--- config.mk ---
export PLATFORM = sky130hd
export DESIGN_NAME = temperature_alarm_controller_core
export DESIGN_NICKNAME = d
export VERILOG_FILES = /design/src/sv/tac_pkg.sv /design/src/sv/temperature_alarm_controller_core.sv /design/src/sv/tac_scale.sv /design/src/sv/tac_step.sv
export SDC_FILE = /design/constraint.sdc
export NUM_CORES = 1
export LEC_CHECK = 0
export BUFFER_PORTS_ARGS = -buffer_cell sky130_fd_sc_hd__buf_2
export CAP_MARGIN = 10
export CORE_UTILIZATION = 30
export DETAILED_ROUTE_END_ITERATION = 12
export GPL_TIMING_DRIVEN = 1
export HOLD_SLACK_MARGIN = 0.05
export PLACE_DENSITY = 0.53
export SYNTH_ARGS = -nofsm -noshare
export SYNTH_HDL_FRONTEND = slang
export SYNTH_SLANG_ARGS = --single-unit
--- constraint.sdc ---
create_clock -name clock -period 4.6 [get_ports clock]
set_input_delay 0.23 -clock clock [delete_from_list [all_inputs] [get_ports clock]]
set_output_delay 0.23 -clock clock [all_outputs]
set_load 0.1 [all_outputs]
--- src/sv/tac_pkg.sv ---
package tac_pkg;

   // converter and entry sizing
   localparam int unsigned ADC_BITS   = 10;
   localparam int unsigned MAX_DIGITS = 3;
   localparam int unsigned TEMP_SCALE = 150;

   localparam logic [7:0] LIMIT_RESET = 8'd100;

   // controller modes
   typedef enum logic [1:0] {
      MODE_MAIN  = 2'd0,
      MODE_ALARM = 2'd1,
      MODE_KEY   = 2'd2,
      MODE_SER   = 2'd3
   } mode_type;

   // event kinds
   localparam logic [1:0] KIND_SAMPLE = 2'd0;
   localparam logic [1:0] KIND_KEY    = 2'd1;
   localparam logic [1:0] KIND_SERIAL = 2'd2;

   // keypad codes
   localparam logic [3:0] KEY_ZERO   = 4'd10;
   localparam logic [3:0] KEY_SILENCE = 4'd12;
   localparam logic [3:0] KEY_TOGGLE = 4'd13;
   localparam logic [3:0] KEY_ENTER  = 4'd15;

   // serial characters
   localparam logic [7:0] CHAR_GO     = 8'h47;
   localparam logic [7:0] CHAR_STOP   = 8'h53;
   localparam logic [7:0] CHAR_OK     = 8'h4F;
   localparam logic [7:0] CHAR_CANCEL = 8'h43;
   localparam logic [7:0] CHAR_ZERO   = 8'h30;

   typedef struct packed {
      logic [1:0]          kind;
      logic [ADC_BITS-1:0] sample;
      logic [3:0]          key_code;
      logic [7:0]          rx_byte;
   } req_type;

   typedef struct packed {
      logic [1:0] mode;
      logic [7:0] temperature;
      logic [7:0] limit;
      logic       alarm_enabled;
      logic       buzzer;
   } rsp_type;

   typedef struct packed {
      mode_type   mode;
      logic [7:0] temp;
      logic [7:0] limit;
      logic       enable;
      logic       buzzer;
      logic [1:0] digit_count;
      logic [7:0] entry_value;
   } state_type;

endpackage

--- src/sv/temperature_alarm_controller_core.sv ---
// path: a transaction taken into the input register gives its status through the status register
// throughput: one transaction per cycle while the status output is not stalled, set by the
// combinational state update between the input register and the status register
// reset: synchronous, active high; main mode, limit 100, alarm enabled,
// buzzer off, both registers empty
module temperature_alarm_controller_core (
   input  logic             clock,
   input  logic             reset,
   input  logic             req_valid,
   output logic             req_stall,
   input  tac_pkg::req_type req_data,
   output logic             rsp_valid,
   input  logic             rsp_stall,
   output tac_pkg::rsp_type rsp_data
);
   import tac_pkg::*;

   req_type   in_data_ff;
   logic      in_vld_ff;
   logic      in_vld_in;
   state_type state_ff;
   state_type state_in;
   state_type step_nxt;
   rsp_type   out_data_ff;
   logic      out_vld_ff;
   logic      out_vld_in;
   logic      advance;
   logic      req_take;

   // handshake control
   assign advance   = in_vld_ff && (!out_vld_ff || !rsp_stall);
   assign req_stall = in_vld_ff && !advance;
   assign req_take  = req_valid && !req_stall;
   assign in_vld_in = req_take || (in_vld_ff && !advance);
   assign out_vld_in = advance || (out_vld_ff && rsp_stall);

   tac_step u_step (
      .item (in_data_ff),
      .cur  (state_ff),
      .nxt  (step_nxt)
   );

   assign state_in = advance ? step_nxt : state_ff;

   // input register
   always_ff @(posedge clock) begin
      if (reset) begin
         in_vld_ff <= 1'b0;
      end else begin
         in_vld_ff <= in_vld_in;
      end
      if (req_take) begin
         in_data_ff <= req_data;
      end
   end

   // controller state
   always_ff @(posedge clock) begin
      if (reset) begin
         state_ff.mode        <= MODE_MAIN;
         state_ff.temp        <= 8'd0;
         state_ff.limit       <= LIMIT_RESET;
         state_ff.enable      <= 1'b1;
         state_ff.buzzer      <= 1'b0;
         state_ff.digit_count <= 2'd0;
         state_ff.entry_value <= 8'd0;
      end else begin
         state_ff <= state_in;
      end
   end

   // status register
   always_ff @(posedge clock) begin
      if (reset) begin
         out_vld_ff <= 1'b0;
      end else begin
         out_vld_ff <= out_vld_in;
      end
      if (advance) begin
         out_data_ff.mode          <= step_nxt.mode;
         out_data_ff.temperature   <= step_nxt.temp;
         out_data_ff.limit         <= step_nxt.limit;
         out_data_ff.alarm_enabled <= step_nxt.enable;
         out_data_ff.buzzer        <= step_nxt.buzzer;
      end
   end

   assign rsp_valid = out_vld_ff;
   assign rsp_data  = out_data_ff;

   // checks
   a_hold_state: assert property (@(posedge clock) disable iff (reset)
      !advance |=> $stable(state_ff))
      else $error("state changed without a transaction");

   a_result_follows: assert property (@(posedge clock) disable iff (reset)
      advance |=> rsp_valid)
      else $error("no status after a transaction");

   a_buzzer_alarm: assert property (@(posedge clock) disable iff (reset)
      state_ff.buzzer |-> state_ff.mode == MODE_ALARM)
      else $error("buzzer on outside alarm mode");

   a_temp_range: assert property (@(posedge clock) disable iff (reset)
      state_ff.temp < 8'(TEMP_SCALE))
      else $error("temperature out of range");

   a_digit_count: assert property (@(posedge clock) disable iff (reset)
      {30'd0, state_ff.digit_count} <= 32'(MAX_DIGITS))
      else $error("too many digits held");

endmodule

--- src/sv/tac_scale.sv ---
module tac_scale (
   input  logic [tac_pkg::ADC_BITS-1:0] sample,
   output logic [7:0]                   temperature
);
   import tac_pkg::*;

   localparam int unsigned PROD_BITS = ADC_BITS + 8;

   logic [PROD_BITS-1:0] product;

   // temperature = sample * 150 >> ADC_BITS, always below 150
   assign product     = PROD_BITS'(sample) * PROD_BITS'(TEMP_SCALE);
   assign temperature = product[PROD_BITS-1 -: 8];

endmodule

--- src/sv/tac_step.sv ---
module tac_step (
   input  tac_pkg::req_type   item,
   input  tac_pkg::state_type cur,
   output tac_pkg::state_type nxt
);
   import tac_pkg::*;

   logic [7:0] temperature;
   logic [7:0] key_digit;
   logic [7:0] ser_digit;
   logic [7:0] key_accum;
   logic [7:0] ser_accum;
   logic       room;
   logic       is_sample;
   logic       is_key;
   logic       is_serial;

   tac_scale u_scale (
      .sample      (item.sample),
      .temperature (temperature)
   );

   // digit values and accumulation, mod 256
   assign key_digit = (item.key_code == KEY_ZERO) ? 8'd0 : {4'd0, item.key_code};
   assign ser_digit = item.rx_byte - CHAR_ZERO;
   assign key_accum = (cur.entry_value * 8'd10) + key_digit;
   assign ser_accum = (cur.entry_value * 8'd10) + ser_digit;
   assign room      = {30'd0, cur.digit_count} < 32'(MAX_DIGITS);

   assign is_sample = item.kind == KIND_SAMPLE;
   assign is_key    = item.kind == KIND_KEY;
   assign is_serial = item.kind == KIND_SERIAL;

   // per-mode state update
   always_comb begin
      nxt = cur;
      case (cur.mode)
         MODE_MAIN: begin
            if (is_sample) begin
               nxt.temp = temperature;
               if (temperature > cur.limit && cur.enable) begin
                  nxt.mode = MODE_ALARM;
               end
            end else if (is_key) begin
               if (item.key_code == KEY_ENTER) begin
                  nxt.mode        = MODE_KEY;
                  nxt.digit_count = 2'd0;
                  nxt.entry_value = 8'd0;
               end else if (item.key_code == KEY_TOGGLE) begin
                  nxt.enable = ~cur.enable;
               end
            end else if (is_serial) begin
               if (item.rx_byte == CHAR_GO) begin
                  nxt.mode        = MODE_SER;
                  nxt.digit_count = 2'd0;
                  nxt.entry_value = 8'd0;
               end
            end
         end
         MODE_ALARM: begin
            if (is_sample) begin
               nxt.temp   = temperature;
               nxt.buzzer = ~cur.buzzer;
               if (temperature < cur.limit) begin
                  nxt.mode   = MODE_MAIN;
                  nxt.buzzer = 1'b0;
               end
            end else if ((is_key && item.key_code == KEY_SILENCE) ||
                         (is_serial && item.rx_byte == CHAR_STOP)) begin
               nxt.enable = 1'b0;
               nxt.buzzer = 1'b0;
               nxt.mode   = MODE_MAIN;
            end
         end
         MODE_KEY: begin
            if (is_key) begin
               if (item.key_code <= KEY_ZERO && room) begin
                  nxt.entry_value = key_accum;
                  nxt.digit_count = cur.digit_count + 2'd1;
               end else begin
                  if (item.key_code == KEY_ENTER) begin
                     nxt.limit = cur.entry_value;
                  end
                  nxt.mode        = MODE_MAIN;
                  nxt.digit_count = 2'd0;
                  nxt.entry_value = 8'd0;
               end
            end
         end
         MODE_SER: begin
            if (is_serial) begin
               if (item.rx_byte != CHAR_OK && item.rx_byte != CHAR_CANCEL && room) begin
                  nxt.entry_value = ser_accum;
                  nxt.digit_count = cur.digit_count + 2'd1;
               end else begin
                  if (item.rx_byte == CHAR_OK) begin
                     nxt.limit = cur.entry_value;
                  end
                  nxt.mode        = MODE_MAIN;
                  nxt.digit_count = 2'd0;
                  nxt.entry_value = 8'd0;
               end
            end
         end
         default: begin
            nxt = cur;
         end
      endcase
   end

endmodule
==> run_summary.xml <==
<?xml version="1.0" encoding="UTF-8"?>
<metrics>
  <group name="run_status">
    <metric name="run_status" unit="">completed</metric>
  </group>
  <group name="cts">
    <metric name="clk_transition_reported_paths" unit="ps">60</metric>
    <metric name="cts_htree_levels" unit="">3</metric>
    <metric name="clk-insertion-delay-late" unit="ps">350</metric>
    <metric name="cts-root-buf" unit="">sky130_fd_sc_hd__clkbuf_16</metric>
    <metric name="numCtsBuffers" unit="">9</metric>
    <metric name="cts.sink_count" unit="">76</metric>
    <metric name="cts_tree" unit="">done</metric>
    <metric name="clk_path_buf_depth" unit="">2</metric>
  </group>
  <group name="global_route">
    <metric name="global_route.usage.met1" unit="%">16.5</metric>
    <metric name="grt_most_used_layer" unit="">met2</metric>
    <metric name="grt_pass1_vias" unit="">3960</metric>
    <metric name="grtUsageMet2" unit="%">24.2</metric>
    <metric name="use_met3" unit="%">2.76</metric>
    <metric name="grt_max_degree" unit="">25</metric>
    <metric name="gr-total-overflow" unit="">0</metric>
    <metric name="grt_antenna_before_repair" unit="">0</metric>
    <metric name="globalRouteTotalUtil" unit="%">13.8</metric>
    <metric name="grt_pass1_wl" unit="µm">19100</metric>
  </group>
  <group name="critical_path">
    <metric name="worst_path_largest_cell_delay" unit="ps">500</metric>
    <metric name="startpoint" unit="">in_data_ff[18]</metric>
    <metric name="criticalPathCategory" unit="">reg2reg</metric>
    <metric name="worstPathCellList" unit="">ha_1, ha_1, inv_2, fa_1, fa_1, inv_2, ha_4, a21oi_4, o21ai_2, buf_4, a22o_1, a211o_1, ha_4, nand3_2, o221ai_2, a22oi_2, a211oi_2, nand2_1, a21oi_1</metric>
    <metric name="worstSetupStartpointType" unit="">flip-flop</metric>
    <metric name="cp_delay_by_family_top" unit="">adder cells</metric>
    <metric name="crit-reg2reg-launch" unit="">in_data_ff[18]</metric>
    <metric name="crit_path_end_kind" unit="">flip-flop</metric>
    <metric name="required" unit="ps">4870</metric>
    <metric name="worst_path_max_delay_cell" unit="">sky130_fd_sc_hd__fa_1</metric>
    <metric name="critical_path.n_buffers_inverters" unit="">3</metric>
    <metric name="cp.arrival" unit="ps">4850</metric>
    <metric name="cp_max_fo" unit="">4</metric>
  </group>
  <group name="drt">
    <metric name="routed_wl" unit="µm">11800</metric>
    <metric name="detailedRoute.firstPassIterationCount" unit="">7</metric>
    <metric name="final_antenna_net_count" unit="">0</metric>
    <metric name="wire_per_inst" unit="µm">14.4</metric>
    <metric name="drt-vias-per-instance" unit="">4.88</metric>
    <metric name="route.detailed.drc" unit="">0</metric>
    <metric name="number_of_design_rule_violations_left_by_the_first_detailed_router_iteration" unit="">228</metric>
    <metric name="vias" unit="">3993</metric>
  </group>
  <group name="cells_and_area">
    <metric name="antenna_cells_inserted" unit="">0</metric>
    <metric name="finalCoreUtilization" unit="%">39.5</metric>
    <metric name="num-fill-cells" unit="">1603</metric>
    <metric name="syn_to_final_growth" unit="%">28.3</metric>
    <metric name="nets" unit="">706</metric>
    <metric name="drive_gt1_share" unit="%">24.9</metric>
  </group>
  <group name="pwr">
    <metric name="power.clock.fraction" unit="%">29.6</metric>
    <metric name="pwr-share-comb" unit="%">40.0</metric>
    <metric name="vdd_ir_drop_max" unit="V">0.000205</metric>
    <metric name="swShare" unit="%">34.0</metric>
    <metric name="sequentialPowerShare" unit="%">30.4</metric>
    <metric name="cellInternalPower" unit="mW">1.70</metric>
    <metric name="net_switching" unit="µW">877</metric>
    <metric name="power_leakage" unit="nW">2.85</metric>
    <metric name="powerDensity" unit="nW/µm²">393</metric>
  </group>
  <group name="place">
    <metric name="gp_routability_congestion" unit="">0.831</metric>
    <metric name="dpl_ws" unit="ps">-162</metric>
    <metric name="numPortBuffers" unit="">49</metric>
    <metric name="hpwl" unit="µm">8840</metric>
  </group>
  <group name="sta">
    <metric name="worst_pin_slew" unit="ps">1160</metric>
    <metric name="post-route-min-period" unit="ps">4570</metric>
    <metric name="fmaxAchievable" unit="MHz">219</metric>
    <metric name="hold_viol" unit="">0</metric>
    <metric name="clock_skew" unit="ps">7.05</metric>
    <metric name="final-setup-viol-count" unit="">0</metric>
    <metric name="worst_slew_margin_rel" unit="%">22.3</metric>
    <metric name="grt_setup_unrepaired" unit="">true</metric>
    <metric name="post_route_fraction_of_the_period_consumed_by_the_critical_path" unit="%">99.4</metric>
    <metric name="timing_max_transition_violations_final" unit="">0</metric>
    <metric name="fin_ws" unit="ps">27.6</metric>
  </group>
  <group name="synthesis">
    <metric name="synth.yosys.warnings" unit="">0</metric>
    <metric name="synth_compound_area_share" unit="%">14.3</metric>
    <metric name="post_synth_instance_area" unit="µm²">5120</metric>
    <metric name="share_of_synthesized_area_spent_on_multiplexers" unit="%">4.67</metric>
    <metric name="synth_cell_types" unit="">60</metric>
    <metric name="synth-edff-count" unit="">44</metric>
    <metric name="post_synth_fa_ha_maj_area_fraction" unit="%">22.4</metric>
    <metric name="yosys.area_share.simple" unit="%">11.0</metric>
    <metric name="synth-seq-cells" unit="">76</metric>
    <metric name="synthXorXnorAreaFrac" unit="%">3.86</metric>
    <metric name="largest_family_of_logic_cells_by_synthesized_area" unit="">adder cells</metric>
    <metric name="postSynth.topFlopCell" unit="">sky130_fd_sc_hd__edfxtp_1</metric>
    <metric name="async_flop_share" unit="%">0</metric>
    <metric name="netlist_instances" unit="">498</metric>
    <metric name="synth_seq_area_share" unit="%">38.3</metric>
    <metric name="syn_area_per_cell" unit="µm²">10.3</metric>
    <metric name="synth_nets" unit="">610</metric>
  </group>
  <group name="floorplanning">
    <metric name="row_count" unit="">47</metric>
    <metric name="floorplan.die.width" unit="µm">133</metric>
    <metric name="num_io_pins" unit="">50</metric>
    <metric name="chipHeight" unit="µm">133</metric>
    <metric name="initial_utilization" unit="%">30.8</metric>
    <metric name="floorplan.die_area" unit="µm²">17600</metric>
    <metric name="core_area" unit="µm²">16600</metric>
  </group>
  <group name="job">
    <metric name="cap_violations" unit="">0</metric>
  </group>
  <group name="hold_path">
    <metric name="type_of_the_tightest_min_delay_check" unit="">in2reg</metric>
    <metric name="timing.hold.worst.start" unit="">req_data[9]</metric>
  </group>
</metrics>
layout by cell type, fill, tap and decap left out, drive strengths merged, types with 3 or more instances in the layout:
cell,n
a22oi,8
buf,78
o221ai,3
ha,71
xor2,7
mux2i,7
clkbuf,10
nor2,26
a211oi,8
nand2,34
or4,3
mux2,15
a21o,6
o21a,5
a211o,3
nor3,9
nor4,3
fa,13
dfxtp,32
dlygate4sd3,20
a21oi,30
nand4,4
nand3,9
a221oi,3
inv,61
o21bai,3
or3,3
xnor2,13
or2,3
o21ai,19
edfxtp,44
o311ai,5
sequential cells by signal, indices dropped and copies added, names as in the netlist:
register,flops
state_ff,30
rsp_valid,1
rsp_data,20
in_vld_ff,1
in_data_ff,24
final timing paths:
kind	endpoint	slack, ps	depth (start not counted)
setup / recovery	state_ff[28]	30	19
hold / removal	in_data_ff[9]	70	1
setup reg to reg	state_ff[28]	30	19
hold reg to reg	state_ff[22]	460	2
metal layers:
| metal | wire, µm | share of wire, % |
|---|---|---|
| met3 | 387 | 3.3 |
| met2 | 5910 | 50 |
| met1 | 5290 | 45 |
| met5 | 0 | 0 |
| met4 | 197 | 1.7 |
worst register-to-register path: stages, from the launching register on:
cell and delay (ps):
sky130_fd_sc_hd__edfxtp_1 470, sky130_fd_sc_hd__ha_1 350, sky130_fd_sc_hd__ha_1 300, sky130_fd_sc_hd__inv_2 60
sky130_fd_sc_hd__fa_1 410, sky130_fd_sc_hd__fa_1 500, sky130_fd_sc_hd__inv_2 50, sky130_fd_sc_hd__ha_4 230
sky130_fd_sc_hd__a21oi_4 150, sky130_fd_sc_hd__o21ai_2 80, sky130_fd_sc_hd__buf_4 140, sky130_fd_sc_hd__a22o_1 220
sky130_fd_sc_hd__a211o_1 360, sky130_fd_sc_hd__ha_4 290, sky130_fd_sc_hd__nand3_2 90, sky130_fd_sc_hd__o221ai_2 200
sky130_fd_sc_hd__a22oi_2 100, sky130_fd_sc_hd__a211oi_2 270, sky130_fd_sc_hd__nand2_1 90, sky130_fd_sc_hd__a21oi_1 150
cell type report:
cell class	count	area, µm²	share of cell area, %
Sequential cell	76	1960	29.9
Timing Repair Buffer	98	663	10.1
Clock inverter	6	88.8	1.35
Multi-Input combinational cell	348	3120	47.5
Inverter	61	229	3.49
Tap cell	220	275	4.19
Clock buffer	10	229	3.49
per-stage QoR:
| stage | instances | TNS (ps) | area (µm²) | hold WS (ps) | power (mW) |
|---|---|---|---|---|---|
| finish | 819 | 0 | 6570 | 66.0 | 2.58 |
| CTS | 815 | 0 | 6370 | 53.6 | 2.46 |
| global placement | 776 | -473 | 5760 | 406 | 1.60 |
| floorplan | 498 | 0 | 5120 | 303 | 1.35 |
| detailed placement | 776 | -615 | 5760 | 408 | 1.61 |
| global route | 819 | -130 | 6570 | 52.8 | 2.74 |
cell families (layout without fill, tap and decap cells):
family | Yosys count | count (layout)
buffers and inverters | 74 | 175
AO/OA/AOI/OAI | 109 | 109
adder cells (fa/ha/maj) | 84 | 84
multiplexers | 22 | 22
XOR/XNOR | 21 | 21
flip-flops | 76 | 76
AND/OR/NAND/NOR | 112 | 112
timing repair:
| action | 4_1_cts | 5_1_grt |
|---|---|---|
| pin swaps | 4 | 29 |
| gates resized for setup | 14 | 28 |
| setup endpoints to repair | 4 | 4 |
| endpoints found under the hold margin | 20 | 0 |
| setup buffers | 3 | 4 |
| hold buffers | 20 | 0 |
power by group through the flow:
stage	registers (mW)	clock network [mW]	logic [mW]
global route	0.788	0.816	1.14
global placement	0.797	0	0.798
floorplan	0.861	0	0.485
finish	0.784	0.764	1.03
CTS	0.783	0.785	0.889
detailed placement	0.798	0	0.808
cells in the mapped netlist, drive strengths merged, types with 12 or more instances:
master | number | share of area [%]
ha | 71 | 17
inv | 61 | 4.5
edfxtp | 44 | 26
nand2 | 34 | 2.5
dfxtp | 32 | 13
a21oi | 30 | 2.9
nor2 | 26 | 1.9
o21ai | 19 | 1.9
mux2 | 15 | 3.3
fa | 13 | 5.1
xnor2 | 13 | 2.2
clkbuf | 12 | 0.88
No activity file was read; power rests on OpenSTA's default activity.
